File: src/rtl/core/tlbl_pkg.sv
// Shared types and constants for the TLB lookup/insert unit.
// No dependencies; used by the cell, the top level and the checker.
`default_nettype none

package tlbl_pkg;

   localparam int ENTRIES_DEF    = 16;
   localparam int KEY_BITS_DEF   = 20;
   localparam int STAMP_BITS_DEF = 32;

   localparam int CFG_W      = 5;
   localparam int CFG_RESET  = 16;
   localparam int COUNT_W    = 32;
   localparam int SLOT_W     = 4;
   // hit, slot, hit_count, miss_count packed, rounded up to bytes
   localparam int RSP_FIELDS_W = 1 + SLOT_W + COUNT_W + COUNT_W;
   localparam int RSP_DATA_W   = ((RSP_FIELDS_W + 7) / 8) * 8;

   // per-cell control from the sequencer
   typedef struct packed {
      logic active;   // cell is inside the placement range
      logic wr_en;    // refresh stamp this cycle
      logic wr_key;   // also store the key (fill / replace)
   } tlbl_cell_ctl_type;

endpackage

`default_nettype wire

File: src/rtl/core/tlb_lru_lookup_insert_unit.sv
// Fully associative TLB with LRU replacement, built as a row of entry cells.
// Depends on tlbl_pkg and tlbl_cell.
//
// Usage:
//  - req channel: one transfer per operation. req_tuser = action
//    (0 lookup, 1 insert/refresh), req_tdata = page key.
//  - rsp channel: exactly one transfer per request, in order, carrying
//    hit, slot, running hit count and running miss count.
//  - csr port: csr_wr_en/csr_wr_data write the active entry count (1..16,
//    0 acts as 1, larger than ENTRIES acts as ENTRIES). Write only while idle.
// Timing:
//  - lookups, hits and insert refreshes: the key compare runs in ST_MATCH and
//    the result is registered from ST_WRITE, where the next request is taken.
//  - insert miss: the oldest/empty search walks the cell chain one cell per
//    cycle, so the result is registered only once ST_SWEEP has reached the
//    last cell, and the next request is taken then.
//  - a stalled rsp holds its output register; one finished request may wait
//    there while the next request is taken and searched, then the unit waits.
// Reset: synchronous; all entries empty, counters and use clock zero,
//  entry count 16. No clearing pass is needed.
`default_nettype none

module tlb_lru_lookup_insert_unit #(
   parameter int ENTRIES    = tlbl_pkg::ENTRIES_DEF,
   parameter int KEY_BITS   = tlbl_pkg::KEY_BITS_DEF,
   parameter int STAMP_BITS = tlbl_pkg::STAMP_BITS_DEF
) (
   input  logic                                clock,
   input  logic                                reset,
   // request: tdata = page_key, tuser = action
   input  logic                                req_tvalid,
   output logic                                req_tready,
   input  logic [((KEY_BITS+7)/8)*8-1:0]       req_tdata,
   input  logic                                req_tuser,
   // response: tdata = hit, slot[3:0], hit_count[31:0], miss_count[31:0]
   output logic                                rsp_tvalid,
   input  logic                                rsp_tready,
   output logic [tlbl_pkg::RSP_DATA_W-1:0]     rsp_tdata,
   // config: active entry count
   input  logic                                csr_wr_en,
   input  logic [tlbl_pkg::CFG_W-1:0]          csr_wr_data
);
   import tlbl_pkg::*;

   localparam int IDX_W = $clog2(ENTRIES);

   typedef enum logic [1:0] {
      ST_IDLE,
      ST_MATCH,
      ST_SWEEP,
      ST_WRITE
   } state_type;

   state_type             state_ff, state_in;
   logic                  action_ff, action_in;
   logic [KEY_BITS-1:0]   key_ff, key_in;
   logic [STAMP_BITS-1:0] use_clock_ff, use_clock_in;
   logic [COUNT_W-1:0]    hits_ff, hits_in;
   logic [COUNT_W-1:0]    misses_ff, misses_in;
   logic                  hit_ff, hit_in;
   logic [IDX_W-1:0]      slot_ff, slot_in;
   logic [IDX_W-1:0]      sweep_ff, sweep_in;
   logic                  rsp_valid_ff, rsp_valid_in;
   logic [RSP_DATA_W-1:0] rsp_data_ff, rsp_data_in;
   logic [CFG_W-1:0]      csr_entries_ff, csr_entries_in;

   logic                  req_accept;
   logic                  out_free;
   logic                  write_go;
   logic [ENTRIES-1:0]    match_vec;
   logic                  any_match;
   logic [IDX_W-1:0]      match_idx;
   logic [COUNT_W-1:0]    hits_sat;
   logic [COUNT_W-1:0]    misses_sat;
   logic [SLOT_W+IDX_W-1:0] slot_ext;

   tlbl_cell_ctl_type     cell_ctl   [ENTRIES];
   logic                  carry_found[ENTRIES];
   logic [IDX_W-1:0]      carry_idx  [ENTRIES];
   logic [STAMP_BITS-1:0] carry_stamp[ENTRIES];

   // ------------------------------------------------------------------
   // Handshakes
   // ------------------------------------------------------------------
   assign out_free   = !rsp_valid_ff || rsp_tready;
   assign write_go   = (state_ff == ST_WRITE) && out_free;
   assign req_tready = (state_ff == ST_IDLE) || write_go;
   assign req_accept = req_tvalid && req_tready;

   assign rsp_tvalid = rsp_valid_ff;
   assign rsp_tdata  = rsp_data_ff;

   // ------------------------------------------------------------------
   // Cell row. Search carry enters cell 0 with "nothing empty, oldest = 0"
   // and moves one cell per clock toward the last cell.
   // ------------------------------------------------------------------
   for (genvar g = 0; g < ENTRIES; g++) begin : g_cell
      logic                  p_found;
      logic [IDX_W-1:0]      p_idx;
      logic [STAMP_BITS-1:0] p_stamp;

      if (g == 0) begin : g_seed
         assign p_found = 1'b0;
         assign p_idx   = '0;
         assign p_stamp = '1;
      end else begin : g_link
         assign p_found = carry_found[g-1];
         assign p_idx   = carry_idx[g-1];
         assign p_stamp = carry_stamp[g-1];
      end

      // entry 0 always takes part; others when below the configured count
      assign cell_ctl[g].active = (g == 0) || (int'(csr_entries_ff) > g);
      assign cell_ctl[g].wr_en  = write_go && (hit_ff || action_ff)
                                  && (slot_ff == IDX_W'(g));
      assign cell_ctl[g].wr_key = !hit_ff;

      tlbl_cell #(
         .IDX_W      (IDX_W),
         .KEY_BITS   (KEY_BITS),
         .STAMP_BITS (STAMP_BITS),
         .CELL_IDX   (g)
      ) u_cell (
         .clock          (clock),
         .reset          (reset),
         .ctl            (cell_ctl[g]),
         .key_in         (key_ff),
         .stamp_in       (use_clock_ff),
         .match          (match_vec[g]),
         .prev_found     (p_found),
         .prev_idx       (p_idx),
         .prev_stamp     (p_stamp),
         .carry_found_ff (carry_found[g]),
         .carry_idx_ff   (carry_idx[g]),
         .carry_stamp_ff (carry_stamp[g])
      );
   end

   // lowest matching index (keys are unique among valid entries anyway)
   always_comb begin
      match_idx = '0;
      for (int i = ENTRIES - 1; i >= 0; i--) begin
         if (match_vec[i]) begin
            match_idx = IDX_W'(i);
         end
      end
   end
   assign any_match = |match_vec;

   // saturating counters and the 4-bit slot view
   assign hits_sat   = (hits_ff == '1) ? hits_ff : hits_ff + 1'b1;
   assign misses_sat = (misses_ff == '1) ? misses_ff : misses_ff + 1'b1;
   assign slot_ext   = {{SLOT_W{1'b0}}, slot_ff};

   // ------------------------------------------------------------------
   // Sequencer
   // ------------------------------------------------------------------
   always_comb begin
      state_in       = state_ff;
      action_in      = action_ff;
      key_in         = key_ff;
      use_clock_in   = use_clock_ff;
      hits_in        = hits_ff;
      misses_in      = misses_ff;
      hit_in         = hit_ff;
      slot_in        = slot_ff;
      sweep_in       = sweep_ff;
      rsp_valid_in   = rsp_valid_ff && !rsp_tready;
      rsp_data_in    = rsp_data_ff;
      csr_entries_in = csr_wr_en ? csr_wr_data : csr_entries_ff;

      case (state_ff)
         ST_IDLE: begin
         end
         ST_MATCH: begin
            hit_in  = any_match;
            slot_in = any_match ? match_idx : '0;
            if (!any_match && action_ff) begin
               sweep_in = '0;
               state_in = ST_SWEEP;
            end else begin
               state_in = ST_WRITE;
            end
         end
         ST_SWEEP: begin
            sweep_in = sweep_ff + 1'b1;
            // last cell's carry covers the whole row once the chain has filled
            if (sweep_ff == IDX_W'(ENTRIES - 1)) begin
               slot_in  = carry_idx[ENTRIES-1];
               state_in = ST_WRITE;
            end
         end
         ST_WRITE: begin
            if (out_free) begin
               if (hit_ff) begin
                  hits_in = hits_sat;
               end else begin
                  misses_in = misses_sat;
               end
               rsp_valid_in = 1'b1;
               rsp_data_in  = RSP_DATA_W'({
                  hit_ff ? misses_ff : misses_sat,
                  hit_ff ? hits_sat  : hits_ff,
                  slot_ext[SLOT_W-1:0],
                  hit_ff});
               state_in = ST_IDLE;
            end
         end
         default: begin
            state_in = ST_IDLE;
         end
      endcase

      // new request: latch it and advance the use clock
      if (req_accept) begin
         action_in    = req_tuser;
         key_in       = req_tdata[KEY_BITS-1:0];
         use_clock_in = (use_clock_ff == '1) ? use_clock_ff : use_clock_ff + 1'b1;
         state_in     = ST_MATCH;
      end
   end

   always_ff @(posedge clock) begin
      if (reset) begin
         state_ff       <= ST_IDLE;
         rsp_valid_ff   <= 1'b0;
         use_clock_ff   <= '0;
         hits_ff        <= '0;
         misses_ff      <= '0;
         csr_entries_ff <= CFG_W'(CFG_RESET);
      end else begin
         state_ff       <= state_in;
         rsp_valid_ff   <= rsp_valid_in;
         use_clock_ff   <= use_clock_in;
         hits_ff        <= hits_in;
         misses_ff      <= misses_in;
         csr_entries_ff <= csr_entries_in;
      end
      action_ff   <= action_in;
      key_ff      <= key_in;
      hit_ff      <= hit_in;
      slot_ff     <= slot_in;
      sweep_ff    <= sweep_in;
      rsp_data_ff <= rsp_data_in;
   end

endmodule

`default_nettype wire

File: src/rtl/core/tlbl_cell.sv
// One TLB entry: key and use stamp, key compare, and one stage of the
// oldest/empty search chain. Depends on tlbl_pkg.
`default_nettype none

module tlbl_cell #(
   parameter int IDX_W      = 4,
   parameter int KEY_BITS   = 20,
   parameter int STAMP_BITS = 32,
   parameter int CELL_IDX   = 0
) (
   input  logic                          clock,
   input  logic                          reset,
   input  tlbl_pkg::tlbl_cell_ctl_type   ctl,
   input  logic [KEY_BITS-1:0]           key_in,
   input  logic [STAMP_BITS-1:0]         stamp_in,
   output logic                          match,
   input  logic                          prev_found,
   input  logic [IDX_W-1:0]              prev_idx,
   input  logic [STAMP_BITS-1:0]         prev_stamp,
   output logic                          carry_found_ff,
   output logic [IDX_W-1:0]              carry_idx_ff,
   output logic [STAMP_BITS-1:0]         carry_stamp_ff
);
   import tlbl_pkg::*;

   logic [KEY_BITS-1:0]   key_ff;
   logic [STAMP_BITS-1:0] stamp_ff;
   logic [KEY_BITS-1:0]   key_in_nx;
   logic [STAMP_BITS-1:0] stamp_in_nx;
   logic                  carry_found_in;
   logic [IDX_W-1:0]      carry_idx_in;
   logic [STAMP_BITS-1:0] carry_stamp_in;

   assign match = (stamp_ff != '0) && (key_ff == key_in);

   // search stage: first empty wins, else strictly older stamp wins
   always_comb begin
      carry_found_in = prev_found;
      carry_idx_in   = prev_idx;
      carry_stamp_in = prev_stamp;
      if (ctl.active && !prev_found) begin
         if (stamp_ff == '0) begin
            carry_found_in = 1'b1;
            carry_idx_in   = IDX_W'(CELL_IDX);
         end else if (stamp_ff < prev_stamp) begin
            carry_idx_in   = IDX_W'(CELL_IDX);
            carry_stamp_in = stamp_ff;
         end
      end
   end

   assign stamp_in_nx = ctl.wr_en ? stamp_in : stamp_ff;
   assign key_in_nx   = (ctl.wr_en && ctl.wr_key) ? key_in : key_ff;

   always_ff @(posedge clock) begin
      if (reset) begin
         stamp_ff <= '0;
      end else begin
         stamp_ff <= stamp_in_nx;
      end
      key_ff         <= key_in_nx;
      carry_found_ff <= carry_found_in;
      carry_idx_ff   <= carry_idx_in;
      carry_stamp_ff <= carry_stamp_in;
   end

endmodule

`default_nettype wire

File: config.mk
export PLATFORM = sky130hd
export DESIGN_NAME = tlb_lru_lookup_insert_unit
export DESIGN_NICKNAME = d
export VERILOG_FILES = /design/src/rtl/core/tlbl_pkg.sv /design/src/rtl/core/tlb_lru_lookup_insert_unit.sv /design/src/rtl/core/tlbl_cell.sv
export SDC_FILE = /design/constraint.sdc
export NUM_CORES = 2
export LEC_CHECK = 0
export ABC_AREA = 1
export BUFFER_PORTS_ARGS = -buffer_cell sky130_fd_sc_hd__buf_2
export CAP_MARGIN = 40
export CORE_AREA = 2 2 405 407
export DETAILED_ROUTE_END_ITERATION = 8
export DIE_AREA = 0 0 407 409
export MAX_ROUTING_LAYER = met4
export PLACE_DENSITY = 0.67
export SYNTH_ARGS = -nofsm -noshare
export SYNTH_HDL_FRONTEND = slang
export SYNTH_SLANG_ARGS = --single-unit
File: constraint.sdc
create_clock -name clock -period 3.4 [get_ports clock]
set_input_delay 0 -clock clock [delete_from_list [all_inputs] [get_ports clock]]
set_output_delay 0 -clock clock [all_outputs]
set_load 0.01 [all_outputs]
# == Word-level counts from Yosys, hierarchy flattened ==
# Cells that the tools add are included.
# Widths: inputs -> output; s select.
# totals
elab_cells,456
regBits,1590
inputBits,35
# classes
n_addsub,4
reduce_logical,137
order_cmp,31
n_mux,147
eq_ne,43
bitwise_logic,3
# ops
op,count
$mux 32,46
$logic_not 32->1,16
$reduce_bool 32->1,16
$lt 32x32->1,15
$eq 20x20->1,16
$mux 4,61
$add 32x1->32 const B,3
$eq 32x32->1 const B,3
$logic_and 1x1->1,68
$gt 5x4->1 const B,8
$eq 4x4->1 const B,9
$mux 1,35
$lt 32x32->1 const B,1
$gt 5x3->1 const B,4
$logic_not 1->1,19
$eq 4x3->1 const B,4
$pmux 4 s2,2
$reduce_or 16->1,1
$gt 5x2->1 const B,2
$eq 4x2->1 const B,2
$reduce_and 2->1,4
$ne 2x2->1 const B,3
$ne 3x3->1 const B,2
$pmux 2 s3,1
other kinds (15),24

# == Depth between registers and ports, before layout ==
# depth
word_depth,20
mapped_depth,25

# == Hierarchy ==
# A second synthesis with hierarchy kept.
# hier_totals
hier_cells,9684
area_unflattened_um2,79936.7
# by_module_without_submodules
module,area_per_inst_um2,seq_area_each_um2,cells_per_inst,instances
tlbl_cell at g_cell[10].u_cell ...,4242.8,1981.9,517,5
tlbl_cell at g_cell[1].u_cell ...,4456.8,1981.9,525,4
tlbl_cell at g_cell[11].u_cell ...,4242.8,1981.9,516,4
tlb_lru_lookup_insert_unit,10630.2,5054.8,1378,1
tlbl_cell at g_cell[0].u_cell,4456.8,1981.9,526,1
tlbl_cell at g_cell[15].u_cell,4446.8,1981.9,515,1
tlbl_cell at g_cell[9].u_cell,4390.5,1981.9,516,1

# == Least setup slack after synthesis ==
# Ideal clock, no wire load.
# synth_timing
path_kind,register -> register
from,register state_ff[1]
to,register misses_ff[24]
stages_incl_launch_ff,7
required_ns,3.301
setup_time_ns,0.099
n_path_buf,1
arrival_time_ns,3.268
path_slack_ns,0.033
path_cell_list,dfxtp_1 ha_1 nand2_4 inv_6 clkbuf_1 o21ai_0 a21oi_1
# synth_between
elab_chain_len,2
# synth_lines
element,line_no,rtl
"start, declared",tlb_lru_lookup_insert_unit.sv:54,"state_type state_ff, state_in;"
"start signal, assigned",tlb_lru_lookup_insert_unit.sv:232,state_ff <= state_in;
$eq 2x2->1,tlb_lru_lookup_insert_unit.sv:172,case (state_ff)
$reduce_and 2->1 (no line),--,
"end signal, assigned",tlb_lru_lookup_insert_unit.sv:236,misses_ff <= misses_in;
"end, declared",tlb_lru_lookup_insert_unit.sv:59,"logic [COUNT_W-1:0] misses_ff, misses_in;"
# Every way passes these cells.
# A chain may end at the register's enable or synchronous reset.

# == Final worst setup path ==
# layout_timing
from,register g_cell[2].u_cell.stamp_ff[28]
to,"register sweep_ff[2], enable pin"
# layout_between
elab_chain_len,7
# layout_lines
element,line_no,rtl
"start, declared",tlbl_cell.sv:27,logic [STAMP_BITS-1:0] stamp_ff;
"start signal, assigned",tlbl_cell.sv:59,stamp_ff <= stamp_in_nx;
$reduce_bool 32->1,tlbl_cell.sv:34,assign match = (stamp_ff != '0) && (key_ff == key_in);
$logic_and 1x1->1,tlbl_cell.sv:34,
$reduce_or 16->1,tlb_lru_lookup_insert_unit.sv:148,assign any_match = |match_vec;
$logic_not 1->1,tlb_lru_lookup_insert_unit.sv:178,if (!any_match && action_ff) begin
$logic_and 1x1->1,tlb_lru_lookup_insert_unit.sv:178,
$ne 2x2->1 (no line),--,
$reduce_and 2->1 (no line),--,
"end signal, assigned",tlb_lru_lookup_insert_unit.sv:243,sweep_ff <= sweep_in;
"end, declared",tlb_lru_lookup_insert_unit.sv:62,"logic [IDX_W-1:0] sweep_ff, sweep_in;"
# Every way passes these cells.

==> run_results.csv <==
group,metric,value,unit
synthesis,synth.ff_latch_count,1579,
synthesis,netlist_cell_types,62,
cts,post_cts_hold_buffer_count,57,
power_and_ir_drop,p_seq_share,46.6,%
timing,post-route-worst-setup-slack,0.298,ns
synthesis,synth_top_flop_cell,"dfxtp_1",
place,place.gp.congestion,0.892,
synthesis,syn_avg_cell_area,8.77,µm²
route,vias_per_cell,5.26,
cts,cts-buffers-inserted,163,
global_routing,grt_first_pass_wirelength,288000,µm
timing,final_min_period_over_clock_period,91.2,%
synthesis,synth-edff-count,419,
die,rows,148,
timing,setup_viol,0,
synthesis,yosysTopAreaCell,"dfxtp_1",
finish,final_util,48.7,%
finish,fin_nets,8538,
cts,h-tree-depth,4,
synthesis,netlist_top_cells_count,"dfxtp_1, inv_1, a21oi_1",
timing,finalSetupTns,0,ns
timing,timing_worst_slew_pin_value,0.921,ns
place,place_ws,0.329,ns
place,placed_cell_area,72800,µm²
timing,fmaxAchievable,0.322,GHz
finish,finalInstanceArea,78900,µm²
synthesis,yosysMostFrequentCell,"dfxtp_1",
flow_run,cap_violations,0,
finish,synthToLayoutAreaGrowth,13.9,%
run_status,status,"finished, final reports clean",
route,drt_wl_total,185000,µm
cts,cts.reportedPaths.clkPinSlew,0.06,ns
cts,tritoncts_sink_count,1579,
global_routing,grt_start_max_net_pins,99,
cts,cts-root-buf,"clkbuf_16",
timing,hold_viol_final,0,
power_and_ir_drop,leakage_power_summed_over_all_cells,37.7,nW
synthesis,post_synth_instance_area,69300,µm²
timing,rsz0062_at_grt,"false",
global_routing,first_global_vias,52093,
critical_path,required,3.86,ns
die,io_pins,109,
cts,cts_post_setup_buffers_inserted,0,
cts,clk_path_buf_depth,3,
critical_path,cp_max_fo,4,
synthesis,synth-warning-count,0,
route,routed_wire_length_per_instance,17.9,µm
power_and_ir_drop,power_switching,15.1,mW
cts,post_cts_resize_count,0,
global_routing,initial_antenna_violation_count,3,
synthesis,synth_top_area_share,33.5,%
global_routing,grt_remaining_overflow,0,
place,io_buffer_count,101,
synthesis,ys_seq_area_share,51.6,%
route,drt_iter0_drc,4702,
power_and_ir_drop,switching_share,29.2,%
power_and_ir_drop,power_density,654,nW/µm²
power_and_ir_drop,clock_power_share,35.4,%
cts,clk-insertion-delay-late,0.82,ns
die,initial_core_util,42.8,%
power_and_ir_drop,ir_drop,595,µV
timing,clock_skew,0.0341,ns
timing,timing.final.crit_period,3.10,ns
die,total_core_area,162000,µm²
timing,worst_slew_margin_relative_to_its_limit,38.2,%
worst_hold_path,hold_class,"in2reg",
route,remaining_drc_errors,0,
power_and_ir_drop,combinationalPowerShare,18.0,%
route,detail_route.first_pass.iterations,6,
synthesis,asyncSetResetFlopFracSynth,0,%
critical_path,cp.arrival,3.56,ns
global_routing,track_usage,22.5,%
die,floorplan.die_area,166000,µm²
power_and_ir_drop,p_int,36.5,mW
synthesis,most_area_consuming_cells_after_synthesis,"dfxtp_1, edfxtp_1, ha_1, a21oi_1, o21ai_0",
critical_path,worst-setup-path-type,"reg2reg",
place,dpl.hpwl,128000,µm
critical_path,setup.worst_path.start_class,"flip-flop",
route,ant_nets,0,
timing,slew_violations,0,
finish,final_layout_size_suffix_gt1_share,7.61,%
cts,cts_tree,"built",
power_and_ir_drop,report.power.total,51.6,mW
critical_path,timing.critical_path.to_type,"flip-flop",
die,die_y,409,µm
route,detailroute.via_count,54382,
synthesis,synth_cells,7905,
die,die_width,407,µm
[flip-flops by register name, summed over array words and instances (netlist names)]
name,flops
action_ff,1
csr_entries_ff,5
g_cell.u_cell.carry_stamp_ff,480
hits_ff,32
g_cell.u_cell.carry_found_ff,15
slot_ff,4
rsp_tdata,69
rsp_tvalid,1
key_ff,20
state_ff,2
g_cell.u_cell.stamp_ff,512
g_cell.u_cell.key_ff,320
sweep_ff,4
misses_ff,32
g_cell.u_cell.carry_idx_ff,49
use_clock_ff,32
hit_ff,1
[worst max-delay path, cell delays in order, from the launching register on]
cell and delay, ns:
dfxtp_1 0.33, nor4_1 0.32, nand2_1 0.13, nor2_1 0.26, nand4_1 0.43, nand4_1 0.28, and2_1 0.22, nand2_1 0.08
nor2_1 0.19, nand3_1 0.12, a21oi_1 0.37
[logic make-up (layout without fill, tap and decap cells)]
family / after synthesis / after routing / synth area share [%]
buffers and inverters: 1506 / 1770 / 8.25
AO/OA/AOI/OAI: 2145 / 2145 / 16.0
flip-flops: 1579 / 1579 / 51.6
other: 1 / 5 / 0.00541
XOR/XNOR: 268 / 268 / 3.39
AND/OR/NAND/NOR: 1932 / 1932 / 12.1
adder cells (fa/ha/maj): 474 / 474 / 8.55
[per-layer routing]
metal / share of wire (%) / GRT usage, % / up-vias
met5: 0 / - / -
met4: 3.7 / 8.79 / 0
met3: 6.2 / 3.32 / 367
met2: 47 / 36.0 / 1590
met1: 43 / 28.6 / 25692
li1: - / - / 26733
[final cells by class]
type	instances	area, µm²
Antenna cell	2	5.00
Tap cell	2175	2720
Timing Repair Buffer	315	2540
Clock buffer	221	4710
Clock inverter	86	826
Fill cell	14888	83100
Inverter	1148	4320
Sequential cell	1579	35800
Multi-Input combinational cell	4822	28000
[per-stage QoR]
stage | instances | hold WS (ns)
after CTS | 10346 | 0.0771
after floorplan | 7907 | 0.0989
after detailed placement | 9982 | 0.179
after global placement | 9978 | 0.177
after global routing | 10348 | 0.117
final | 10348 | 0.132
[placed cells by master, fill, tap and decap left out, types with 31 or more instances in the layout]
master and instances:
nor3_1 74, o21ai_0 981, clkinv_2 39, clkbuf_16 171
buf_2 101, xor2_1 180, nand3_1 75, nor2_1 476
clkinv_1 31, o211ai_1 31, buf_4 136, ha_1 474
xnor2_1 88, nor4_1 129, dlygate4sd3_1 57, nand2_1 901
dfxtp_1 1160, inv_1 1117, edfxtp_1 419, a21oi_1 1009
nand4_1 162
[power by group through the flow]
| stage | Clock (mW) | Combinational [mW] | Sequential [mW] |
|---|---|---|---|
| after detailed placement | 0 | 9.18 | 24.4 |
| after global placement | 0 | 8.83 | 24.4 |
| after floorplan | 0 | 6.13 | 24.0 |
| final | 18.3 | 9.31 | 24.0 |
| after CTS | 18.5 | 9.32 | 24.0 |
| after global routing | 19.3 | 10.6 | 24.3 |
[worst paths after layout]
check / endpoint / slack, ns / cells past startpoint / from
max: sweep_ff[2]$_SDFFCE_PN0P_ / 0.30 / 10 / g_cell[2].u_cell.stamp_ff[28]$_SDFFE_PP0P_
min: csr_entries_ff[4]$_SDFFE_PP1P_ / 0.13 / 4 / csr_wr_data[4]
max reg2reg: sweep_ff[2]$_SDFFCE_PN0P_ / 0.30 / 10 / g_cell[2].u_cell.stamp_ff[28]$_SDFFE_PP0P_
min reg2reg: g_cell[9].u_cell.carry_idx_ff[1]$_DFF_P_ / 0.39 / 2 / g_cell[8].u_cell.carry_idx_ff[1]$_DFF_P_
(Power assumes the default switching activity.)
